[src/rtl/core/mahd_pkg.sv]
package mahd_pkg;

    localparam logic [31:0] SYNC_MASK = 32'hFFE0_0000;

    // Version field codes
    localparam logic [1:0] VER_MPEG1    = 2'b11;
    localparam logic [1:0] VER_MPEG2    = 2'b10;
    localparam logic [1:0] VER_MPEG25   = 2'b00;
    localparam logic [1:0] VER_RESERVED = 2'b01;

    localparam logic [1:0] LAYER_RESERVED = 2'b00;
    localparam logic [1:0] LAYER_ONE      = 2'd1;
    localparam logic [1:0] LAYER_TWO      = 2'd2;

    localparam logic [3:0] BIDX_FREE = 4'd0;
    localparam logic [3:0] BIDX_BAD  = 4'd15;
    localparam logic [1:0] RIDX_RESERVED = 2'd3;
    localparam logic [1:0] MODE_MONO = 2'b11;

    localparam logic [10:0] SPF_L1   = 11'd384;
    localparam logic [10:0] SPF_LONG = 11'd1152;
    localparam logic [10:0] SPF_LSF  = 11'd576;

    localparam logic [5:0] OFF_SMALL = 6'h09;
    localparam logic [5:0] OFF_MID   = 6'h11;
    localparam logic [5:0] OFF_LARGE = 6'h20;

    // Bytes-per-kbps scale factors (bits per second times the layer constant)
    localparam int K_W = 18;
    localparam logic [K_W-1:0] K_L1    = 18'd12000;
    localparam logic [K_W-1:0] K_LONG  = 18'd144000;
    localparam logic [K_W-1:0] K_L3LSF = 18'd72000;

    // Datapath widths: bitrate, numerator, reciprocal, quotient, sample rate
    localparam int KBPS_W = 9;
    localparam int M_W    = 27;
    localparam int R_W    = 29;
    localparam int Q_W    = 12;
    localparam int FS_W   = 16;
    localparam int RSHIFT = 43;
    localparam int P_W    = M_W + R_W;
    localparam int QB_W   = Q_W + FS_W;

    typedef enum logic [2:0] {
        ERR_NONE     = 3'd0,
        ERR_SYNC     = 3'd1,
        ERR_VERSION  = 3'd2,
        ERR_LAYER    = 3'd3,
        ERR_BITRATE  = 3'd4,
        ERR_RATE     = 3'd5,
        ERR_EMPHASIS = 3'd6
    } err_t;

    // Per-item side data that rides along the divide pipeline
    typedef struct packed {
        logic            ok;
        err_t            err;
        logic [1:0]      layer;
        logic            pad;
        logic [10:0]     spf;
        logic [FS_W-1:0] fs;
        logic [5:0]      off;
        logic [1:0]      ridx;
    } meta_t;

    localparam logic [KBPS_W-1:0] KBPS_V1_L1 [0:15] = '{
        9'd0, 9'd32, 9'd64, 9'd96, 9'd128, 9'd160, 9'd192, 9'd224,
        9'd256, 9'd288, 9'd320, 9'd352, 9'd384, 9'd416, 9'd448, 9'd0};
    localparam logic [KBPS_W-1:0] KBPS_V1_L2 [0:15] = '{
        9'd0, 9'd32, 9'd48, 9'd56, 9'd64, 9'd80, 9'd96, 9'd112,
        9'd128, 9'd160, 9'd192, 9'd224, 9'd256, 9'd320, 9'd384, 9'd0};
    localparam logic [KBPS_W-1:0] KBPS_V1_L3 [0:15] = '{
        9'd0, 9'd32, 9'd40, 9'd48, 9'd56, 9'd64, 9'd80, 9'd96,
        9'd112, 9'd128, 9'd160, 9'd192, 9'd224, 9'd256, 9'd320, 9'd0};
    localparam logic [KBPS_W-1:0] KBPS_V2_L1 [0:15] = '{
        9'd0, 9'd32, 9'd48, 9'd56, 9'd64, 9'd80, 9'd96, 9'd112,
        9'd128, 9'd144, 9'd160, 9'd176, 9'd192, 9'd224, 9'd256, 9'd0};
    localparam logic [KBPS_W-1:0] KBPS_V2_L23 [0:15] = '{
        9'd0, 9'd8, 9'd16, 9'd24, 9'd32, 9'd40, 9'd48, 9'd56,
        9'd64, 9'd80, 9'd96, 9'd112, 9'd128, 9'd144, 9'd160, 9'd0};

    // lidx: 0 for layer I, 1 for layer II, 2 for layer III
    function automatic logic [KBPS_W-1:0] kbps_lookup(input logic lsf,
                                                      input logic [1:0] lidx,
                                                      input logic [3:0] bidx);
        logic [KBPS_W-1:0] v;
        case ({lsf, lidx})
            3'b000:  v = KBPS_V1_L1[bidx];
            3'b001:  v = KBPS_V1_L2[bidx];
            3'b010:  v = KBPS_V1_L3[bidx];
            3'b100:  v = KBPS_V2_L1[bidx];
            3'b101:  v = KBPS_V2_L23[bidx];
            3'b110:  v = KBPS_V2_L23[bidx];
            default: v = '0;
        endcase
        return v;
    endfunction

    // MPEG-1 sample rate; lower versions divide it by 2 or 4
    function automatic logic [FS_W-1:0] base_fs(input logic [1:0] ridx);
        logic [FS_W-1:0] v;
        case (ridx)
            2'd0:    v = 16'd44100;
            2'd1:    v = 16'd48000;
            2'd2:    v = 16'd32000;
            default: v = 16'd32000;
        endcase
        return v;
    endfunction

    // floor(2^RSHIFT / base_fs)
    function automatic logic [R_W-1:0] recip_fs(input logic [1:0] ridx);
        logic [R_W-1:0] v;
        case (ridx)
            2'd0:    v = 29'd199457891;
            2'd1:    v = 29'd183251937;
            2'd2:    v = 29'd274877906;
            default: v = 29'd274877906;
        endcase
        return v;
    endfunction

endpackage

[src/rtl/core/mpeg_audio_header_decode_unit.sv]
// MPEG audio frame header decode: one result per request, signalled by the done strobe.
// Throughput: one header word per clock; busy stays low, since the four-stage
// reciprocal-divide pipeline takes a new word every cycle and the receiver cannot stall.
// Latency is set by the two multiplies of the divide (numerator times reciprocal, quotient
// times rate) and the final remainder correction, each in a stage of its own.
// Reset (rst_n low, asynchronous) clears the stage valid bits and done; payload is not reset.
module mpeg_audio_header_decode_unit
(
    input  logic        clk,
    input  logic        rst_n,
    input  logic        start,
    output logic        busy,
    input  logic [31:0] header_word,
    output logic        done,
    output logic        valid_res,
    output logic [2:0]  error_code,
    output logic [1:0]  layer_num,
    output logic [11:0] frame_bytes,
    output logic [10:0] samples_per_frame,
    output logic [15:0] sample_rate_hz,
    output logic [5:0]  side_info_offset
);

    // ------------------------------------------------------------------
    // Stage 1: check the header, look up tables, form the dividend
    //   frame_len = floor(kbps * K * 2^s / base_fs), where base_fs is the
    //   MPEG-1 rate and s is 0, 1 or 2 for MPEG-1, MPEG-2 and MPEG-2.5.
    // ------------------------------------------------------------------
    logic [1:0]  ver;
    logic [1:0]  lbits;
    logic [3:0]  bidx;
    logic [1:0]  ridx;
    logic [1:0]  mode;
    logic        lsf;
    logic [1:0]  fs_shift;
    logic [1:0]  layer;
    logic [mahd_pkg::KBPS_W-1:0] kbps;
    logic [mahd_pkg::K_W-1:0]    kcoef;
    logic [mahd_pkg::M_W-1:0]    prod0;

    mahd_pkg::meta_t          s1_meta_next;
    logic [mahd_pkg::M_W-1:0] s1_m_next;

    assign ver   = header_word[20:19];
    assign lbits = header_word[18:17];
    assign bidx  = header_word[15:12];
    assign ridx  = header_word[11:10];
    assign mode  = header_word[7:6];
    assign lsf   = (ver != mahd_pkg::VER_MPEG1);
    // layer = 4 - lbits, which in two bits is the negation
    assign layer = 2'(-lbits);

    always_comb
    begin
        case (ver)
            mahd_pkg::VER_MPEG1:  fs_shift = 2'd0;
            mahd_pkg::VER_MPEG2:  fs_shift = 2'd1;
            mahd_pkg::VER_MPEG25: fs_shift = 2'd2;
            default:              fs_shift = 2'd0;
        endcase
    end

    always_comb
    begin
        kbps = mahd_pkg::kbps_lookup(lsf, ~lbits, bidx);

        if (layer == mahd_pkg::LAYER_ONE)
            kcoef = mahd_pkg::K_L1;
        else if (layer == mahd_pkg::LAYER_TWO || !lsf)
            kcoef = mahd_pkg::K_LONG;
        else
            kcoef = mahd_pkg::K_L3LSF;

        prod0     = mahd_pkg::M_W'(kbps) * mahd_pkg::M_W'(kcoef);
        s1_m_next = prod0 << fs_shift;
    end

    // Error priority follows the order of the checks
    always_comb
    begin
        s1_meta_next      = '0;
        s1_meta_next.pad  = header_word[9];
        s1_meta_next.ridx = ridx;
        s1_meta_next.layer = layer;
        s1_meta_next.fs   = mahd_pkg::base_fs(ridx) >> fs_shift;

        if (layer == mahd_pkg::LAYER_ONE)
            s1_meta_next.spf = mahd_pkg::SPF_L1;
        else if (layer == mahd_pkg::LAYER_TWO || !lsf)
            s1_meta_next.spf = mahd_pkg::SPF_LONG;
        else
            s1_meta_next.spf = mahd_pkg::SPF_LSF;

        if (ver == mahd_pkg::VER_MPEG1)
            s1_meta_next.off = (mode == mahd_pkg::MODE_MONO) ? mahd_pkg::OFF_MID
                                                               : mahd_pkg::OFF_LARGE;
        else
            s1_meta_next.off = (mode == mahd_pkg::MODE_MONO) ? mahd_pkg::OFF_SMALL
                                                               : mahd_pkg::OFF_MID;

        if ((header_word & mahd_pkg::SYNC_MASK) != mahd_pkg::SYNC_MASK)
            s1_meta_next.err = mahd_pkg::ERR_SYNC;
        else if (ver == mahd_pkg::VER_RESERVED)
            s1_meta_next.err = mahd_pkg::ERR_VERSION;
        else if (lbits == mahd_pkg::LAYER_RESERVED)
            s1_meta_next.err = mahd_pkg::ERR_LAYER;
        else if (bidx == mahd_pkg::BIDX_FREE || bidx == mahd_pkg::BIDX_BAD)
            s1_meta_next.err = mahd_pkg::ERR_BITRATE;
        else if (ridx == mahd_pkg::RIDX_RESERVED)
            s1_meta_next.err = mahd_pkg::ERR_RATE;
        else if (header_word[1])
            s1_meta_next.err = mahd_pkg::ERR_EMPHASIS;
        else
            s1_meta_next.err = mahd_pkg::ERR_NONE;

        s1_meta_next.ok = (s1_meta_next.err == mahd_pkg::ERR_NONE);
    end

    logic                     s1_vld_reg;
    mahd_pkg::meta_t          s1_meta_reg;
    logic [mahd_pkg::M_W-1:0] s1_m_reg;

    // ------------------------------------------------------------------
    // Stage 2: quotient estimate = (M * floor(2^43/base)) >> 43, which is
    //   the true quotient or one less.
    // ------------------------------------------------------------------
    logic [mahd_pkg::P_W-1:0] p2;
    logic [mahd_pkg::Q_W-1:0] s2_q_next;

    assign p2        = mahd_pkg::P_W'(s1_m_reg) * mahd_pkg::P_W'(mahd_pkg::recip_fs(s1_meta_reg.ridx));
    assign s2_q_next = p2[mahd_pkg::RSHIFT + mahd_pkg::Q_W - 1 : mahd_pkg::RSHIFT];

    logic                     s2_vld_reg;
    mahd_pkg::meta_t          s2_meta_reg;
    logic [mahd_pkg::M_W-1:0] s2_m_reg;
    logic [mahd_pkg::Q_W-1:0] s2_q_reg;

    // ------------------------------------------------------------------
    // Stage 3: multiply the estimate back by the divisor
    // ------------------------------------------------------------------
    logic [mahd_pkg::QB_W-1:0] s3_qb_next;

    assign s3_qb_next = mahd_pkg::QB_W'(s2_q_reg)
                      * mahd_pkg::QB_W'(mahd_pkg::base_fs(s2_meta_reg.ridx));

    logic                      s3_vld_reg;
    mahd_pkg::meta_t           s3_meta_reg;
    logic [mahd_pkg::M_W-1:0]  s3_m_reg;
    logic [mahd_pkg::Q_W-1:0]  s3_q_reg;
    logic [mahd_pkg::QB_W-1:0] s3_qb_reg;

    // ------------------------------------------------------------------
    // Stage 4: correct the quotient by one where the remainder reaches the
    //   divisor, add padding, scale layer I slots to bytes, zero on error.
    // ------------------------------------------------------------------
    logic [mahd_pkg::M_W-1:0] rem4;
    logic [mahd_pkg::Q_W-1:0] q4;
    logic [11:0]              slots4;
    logic [11:0]              frame_bytes_next;

    always_comb
    begin
        rem4   = s3_m_reg - s3_qb_reg[mahd_pkg::M_W-1:0];
        q4     = s3_q_reg
               + mahd_pkg::Q_W'(rem4 >= mahd_pkg::M_W'(mahd_pkg::base_fs(s3_meta_reg.ridx)));
        slots4 = q4 + 12'(s3_meta_reg.pad);
        if (!s3_meta_reg.ok)
            frame_bytes_next = '0;
        else if (s3_meta_reg.layer == mahd_pkg::LAYER_ONE)
            frame_bytes_next = slots4 << 2;
        else
            frame_bytes_next = slots4;
    end

    logic        done_reg;
    logic        valid_res_reg;
    logic [2:0]  error_code_reg;
    logic [1:0]  layer_num_reg;
    logic [11:0] frame_bytes_reg;
    logic [10:0] samples_per_frame_reg;
    logic [15:0] sample_rate_hz_reg;
    logic [5:0]  side_info_offset_reg;

    // Valid bits: one per stage, cleared by reset
    always_ff @(posedge clk or negedge rst_n)
    begin
        if (!rst_n)
        begin
            s1_vld_reg <= 1'b0;
            s2_vld_reg <= 1'b0;
            s3_vld_reg <= 1'b0;
            done_reg   <= 1'b0;
        end
        else
        begin
            s1_vld_reg <= start && !busy;
            s2_vld_reg <= s1_vld_reg;
            s3_vld_reg <= s2_vld_reg;
            done_reg   <= s3_vld_reg;
        end
    end

    // Payload: advance every cycle, no reset needed
    always_ff @(posedge clk)
    begin
        s1_meta_reg <= s1_meta_next;
        s1_m_reg    <= s1_m_next;

        s2_meta_reg <= s1_meta_reg;
        s2_m_reg    <= s1_m_reg;
        s2_q_reg    <= s2_q_next;

        s3_meta_reg <= s2_meta_reg;
        s3_m_reg    <= s2_m_reg;
        s3_q_reg    <= s2_q_reg;
        s3_qb_reg   <= s3_qb_next;

        valid_res_reg         <= s3_meta_reg.ok;
        error_code_reg        <= s3_meta_reg.err;
        layer_num_reg         <= s3_meta_reg.ok ? s3_meta_reg.layer : 2'd0;
        frame_bytes_reg       <= frame_bytes_next;
        samples_per_frame_reg <= s3_meta_reg.ok ? s3_meta_reg.spf : 11'd0;
        sample_rate_hz_reg    <= s3_meta_reg.ok ? s3_meta_reg.fs : 16'd0;
        side_info_offset_reg  <= s3_meta_reg.ok ? s3_meta_reg.off : 6'd0;
    end

    // The pipeline takes a request every cycle
    assign busy              = 1'b0;
    assign done              = done_reg;
    assign valid_res         = valid_res_reg;
    assign error_code        = error_code_reg;
    assign layer_num         = layer_num_reg;
    assign frame_bytes       = frame_bytes_reg;
    assign samples_per_frame = samples_per_frame_reg;
    assign sample_rate_hz    = sample_rate_hz_reg;
    assign side_info_offset  = side_info_offset_reg;

endmodule

[config.mk]
export PLATFORM = sky130hd
export DESIGN_NAME = mpeg_audio_header_decode_unit
export DESIGN_NICKNAME = d
export VERILOG_FILES = /design/src/rtl/core/mahd_pkg.sv /design/src/rtl/core/mpeg_audio_header_decode_unit.sv
export SDC_FILE = /design/constraint.sdc
export NUM_CORES = 2
export LEC_CHECK = 0
export ABC_AREA = 1
export ABC_CLOCK_PERIOD_IN_PS = 6250
export BUFFER_PORTS_ARGS = -buffer_cell sky130_fd_sc_hd__buf_2
export CORE_ASPECT_RATIO = 1.75
export CORE_MARGIN = 2
export CORE_UTILIZATION = 54
export CTS_CLUSTER_DIAMETER = 120
export CTS_CLUSTER_SIZE = 16
export DETAILED_ROUTE_END_ITERATION = 16
export PLACE_DENSITY_LB_ADDON = 0.15
export SYNTH_ARGS = -nofsm -noshare
export SYNTH_HDL_FRONTEND = slang
export SYNTH_SLANG_ARGS = --single-unit
[constraint.sdc]
create_clock -name clk -period 6.25 [get_ports clk]
set_input_delay 0.9375 -clock clk [delete_from_list [all_inputs] [get_ports clk]]
set_output_delay 0.9375 -clock clk [all_outputs]
set_load 0.01 [all_outputs]
==> flow_metrics.env <==
export IMPL_syn_area_um2=28700
export IMPL_crit_path_frequent_cell="fa_1"
export IMPL_synth_ff_type="dfxtp_1"
export IMPL_fin_crit_ns=6.10
export IMPL_overflow=0
export IMPL_totalWireLength_mm=85.4
export IMPL_cts_sinks=251
export IMPL_max_freq_mhz=164
export IMPL_synthArstFlopShare=0.0159
export IMPL_io_buffers=71
export IMPL_final_common_cell="inv_1"
export IMPL_drc_errors=0
export IMPL_cp_cell_sequence="nor2_4, inv_2, buf_12, buf_4, nor2_1, inv_1, fa_1, fa_2, fa_1, inv_1, fa_1, fa_1, fa_1, ha_1, ha_1, buf_4, a21o_1, a21oi_1, o21a_1, nand2_1, a21oi_2, nand3_2, xor2_1"
export IMPL_io_pins=88
export IMPL_final_cell_area_um2=33200
export IMPL_rr_startpoint="s1_meta_reg[1]"
export IMPL_synth_seq_cells=251
export IMPL_cp_slowest_stage_delay_ns=0.58
export IMPL_rsz0062_at_grt="true"
export IMPL_path_clk_slew_ns=0.07
export IMPL_netlist_instances=3332
export IMPL_first_global_vias=24100
export IMPL_die_width_um=178
export IMPL_crit_family="adder cells"
export IMPL_numCtsBuffers=19
export IMPL_start_util=0.547
export IMPL_r2r_cells=23
export IMPL_regToRegSetupSlack_ns=0.15
export IMPL_worst_slew_pin_slew_ns=0.936
export IMPL_criticalPathCategory="flip-flop to flip-flop"
export IMPL_grt_pass1_wl_mm=129
export IMPL_cp_arrival_ns=6.50
export IMPL_fillers=4605
export IMPL_fin_crit_sh=0.976
export IMPL_row_count=111
export IMPL_crit_buf_inv=6
export IMPL_vias=22500
export IMPL_crit_end="s2_q_reg[5]"
export IMPL_first_pass_iters=8
export IMPL_maxSlewHeadroom=0.371
export IMPL_critPathCaptureType="flip-flop"
export IMPL_via_per_inst=5.18
export IMPL_crit_path_start_kind="flip-flop"
export IMPL_fin_nets=4529
export IMPL_hold_path_class="input port to asynchronous set/reset pin"
export IMPL_cts_buffer_depth=3
export IMPL_core_um2=52500
export IMPL_status="complete, no violations"
export IMPL_clk_insertion_delay_late_ns=0.53
export IMPL_synth_distinct_cells=53
export IMPL_yosys_warnings=0
export IMPL_finalSetupViolCount=0
export IMPL_drtIter0Drc=1021
export IMPL_wl_per_cell_um=19.7
export IMPL_cts_root_buf="clkbuf_16"
export IMPL_htree_levels=1
export IMPL_skew_ns=0.0328
export IMPL_timing_critical_path_fanout_max=9
export IMPL_hpwl_mm=75.6
export IMPL_cts_tree="yes"
export IMPL_cp_data_required_time_ns=6.65
export IMPL_r2r_end="s2_q_reg[5]"
export IMPL_drv_cap=0
export IMPL_setup_worst_path_start="s1_meta_reg[1]"
export IMPL_placed_area_um2=31600
export IMPL_ys_seq_area_frac=0.176
export IMPL_layout_common_cells="881 x inv_1, 463 x fa_1, 397 x nand2_1"
export IMPL_hold_viol=0
export IMPL_synth_edf_count=0
export IMPL_grt_max_degree=39
export IMPL_crit_slowest_cell="fa_1"
export IMPL_die_h_um=309
export IMPL_syn2layout_area_growth_pct=15.7
export IMPL_gp_congestion=1.05
export IMPL_ant_nets=0
export IMPL_grtUsageTotal=0.313
export IMPL_post_route_util=0.633
export IMPL_crit_cells=23
export IMPL_die_area_um2=55100
export IMPL_drive_gt1_frac=0.147
export IMPL_slew_viol_final=0
export IMPL_antenna_found_initial=3
export IMPL_syn_avg_cell_area_um2=8.62
metrics by stage:
stage / instances / setup slack [ns] / hold slack (ns) / TNS (ns)
finish: 4335 / 0.153 / 0.209 / 0
global route: 4334 / -0.0773 / 0.213 / -0.500
CTS: 4323 / -0.00202 / 0.198 / -0.00202
detailed placement: 4301 / -0.192 / 0.312 / -0.757
global placement: 4301 / -0.150 / 0.310 / -0.720
floorplan: 3362 / 0.0604 / 0.310 / 0
how the worst min path moves through the flow:
stage                    start              end  slack [ns]  cells past startpoint
4_1_cts                  rst_n       s1_vld_reg        0.20                      1
6_report                 rst_n       s2_vld_reg        0.21                      1
5_1_grt                  rst_n       s2_vld_reg        0.21                      1
3_5_place_dp   s3_meta_reg[40]    error_code[2]        0.31                      0
3_3_place_gp   s2_meta_reg[11]  s3_meta_reg[11]        0.31                      0
2_1_floorplan  s3_meta_reg[38]    error_code[0]        0.31                      0
cell type report:
type,count,area (um^2),share of cell area
inverter,903,3400,0.102
tap,678,848,0.0255
sequential,251,5050,0.152
antenna,1,2.50,0.0000753
clock buffer,21,483,0.0145
clock inverter,1,30.0,0.000904
timing repair buffer,317,2280,0.0688
multi-input combinational,2163,21100,0.636
repair_timing:
action,CTS,global route
setup buffers,0,9
gates cloned,0,2
resized for setup,13,225
setup endpoints to repair,11,12
hold buffers,0,0
pin swaps,0,63
Yosys cell counts (all sizes together), types with 7 or more instances:
cell type	n	area, um^2
inv	895	3360
fa	472	9450
nand2	418	1590
ha	367	4590
nor2	352	1330
dfxtp	247	4940
a21oi	124	621
nand3	102	515
o21ai	95	475
xor2	42	368
clkbuf	27	103
nand4	26	169
nor3	23	115
buf	19	118
xnor2	19	166
a21o	10	75.1
o22ai	9	56.3
clkinv	8	30.0
o211ai	8	70.1
o21bai	7	52.6
or2	7	43.8
logic make-up after synthesis:
logic type               Yosys count  synth area share
AND/OR/NAND/NOR                  942             0.134
adder cells (fa/ha/maj)          839             0.489
flip-flops                       251             0.176
multiplexers                       2          0.000697
other                              2          0.000262
buffers and inverters            949             0.126
XOR/XNOR                          61            0.0186
AO/OA/AOI/OAI                    286            0.0559
layer usage:
layer | global-route usage | vias to the layer above | wire [um]
li1 | - | 10600 | -
met1 | 0.309 | 10900 | 27900
met2 | 0.592 | 638 | 45600
met3 | 0.0278 | 302 | 3190
met4 | 0.243 | 0 | 8720
met5 | 0 | - | 0
Power is not shown: default switching activity piles up to over one toggle a cycle in this logic, so the estimate is an artifact.
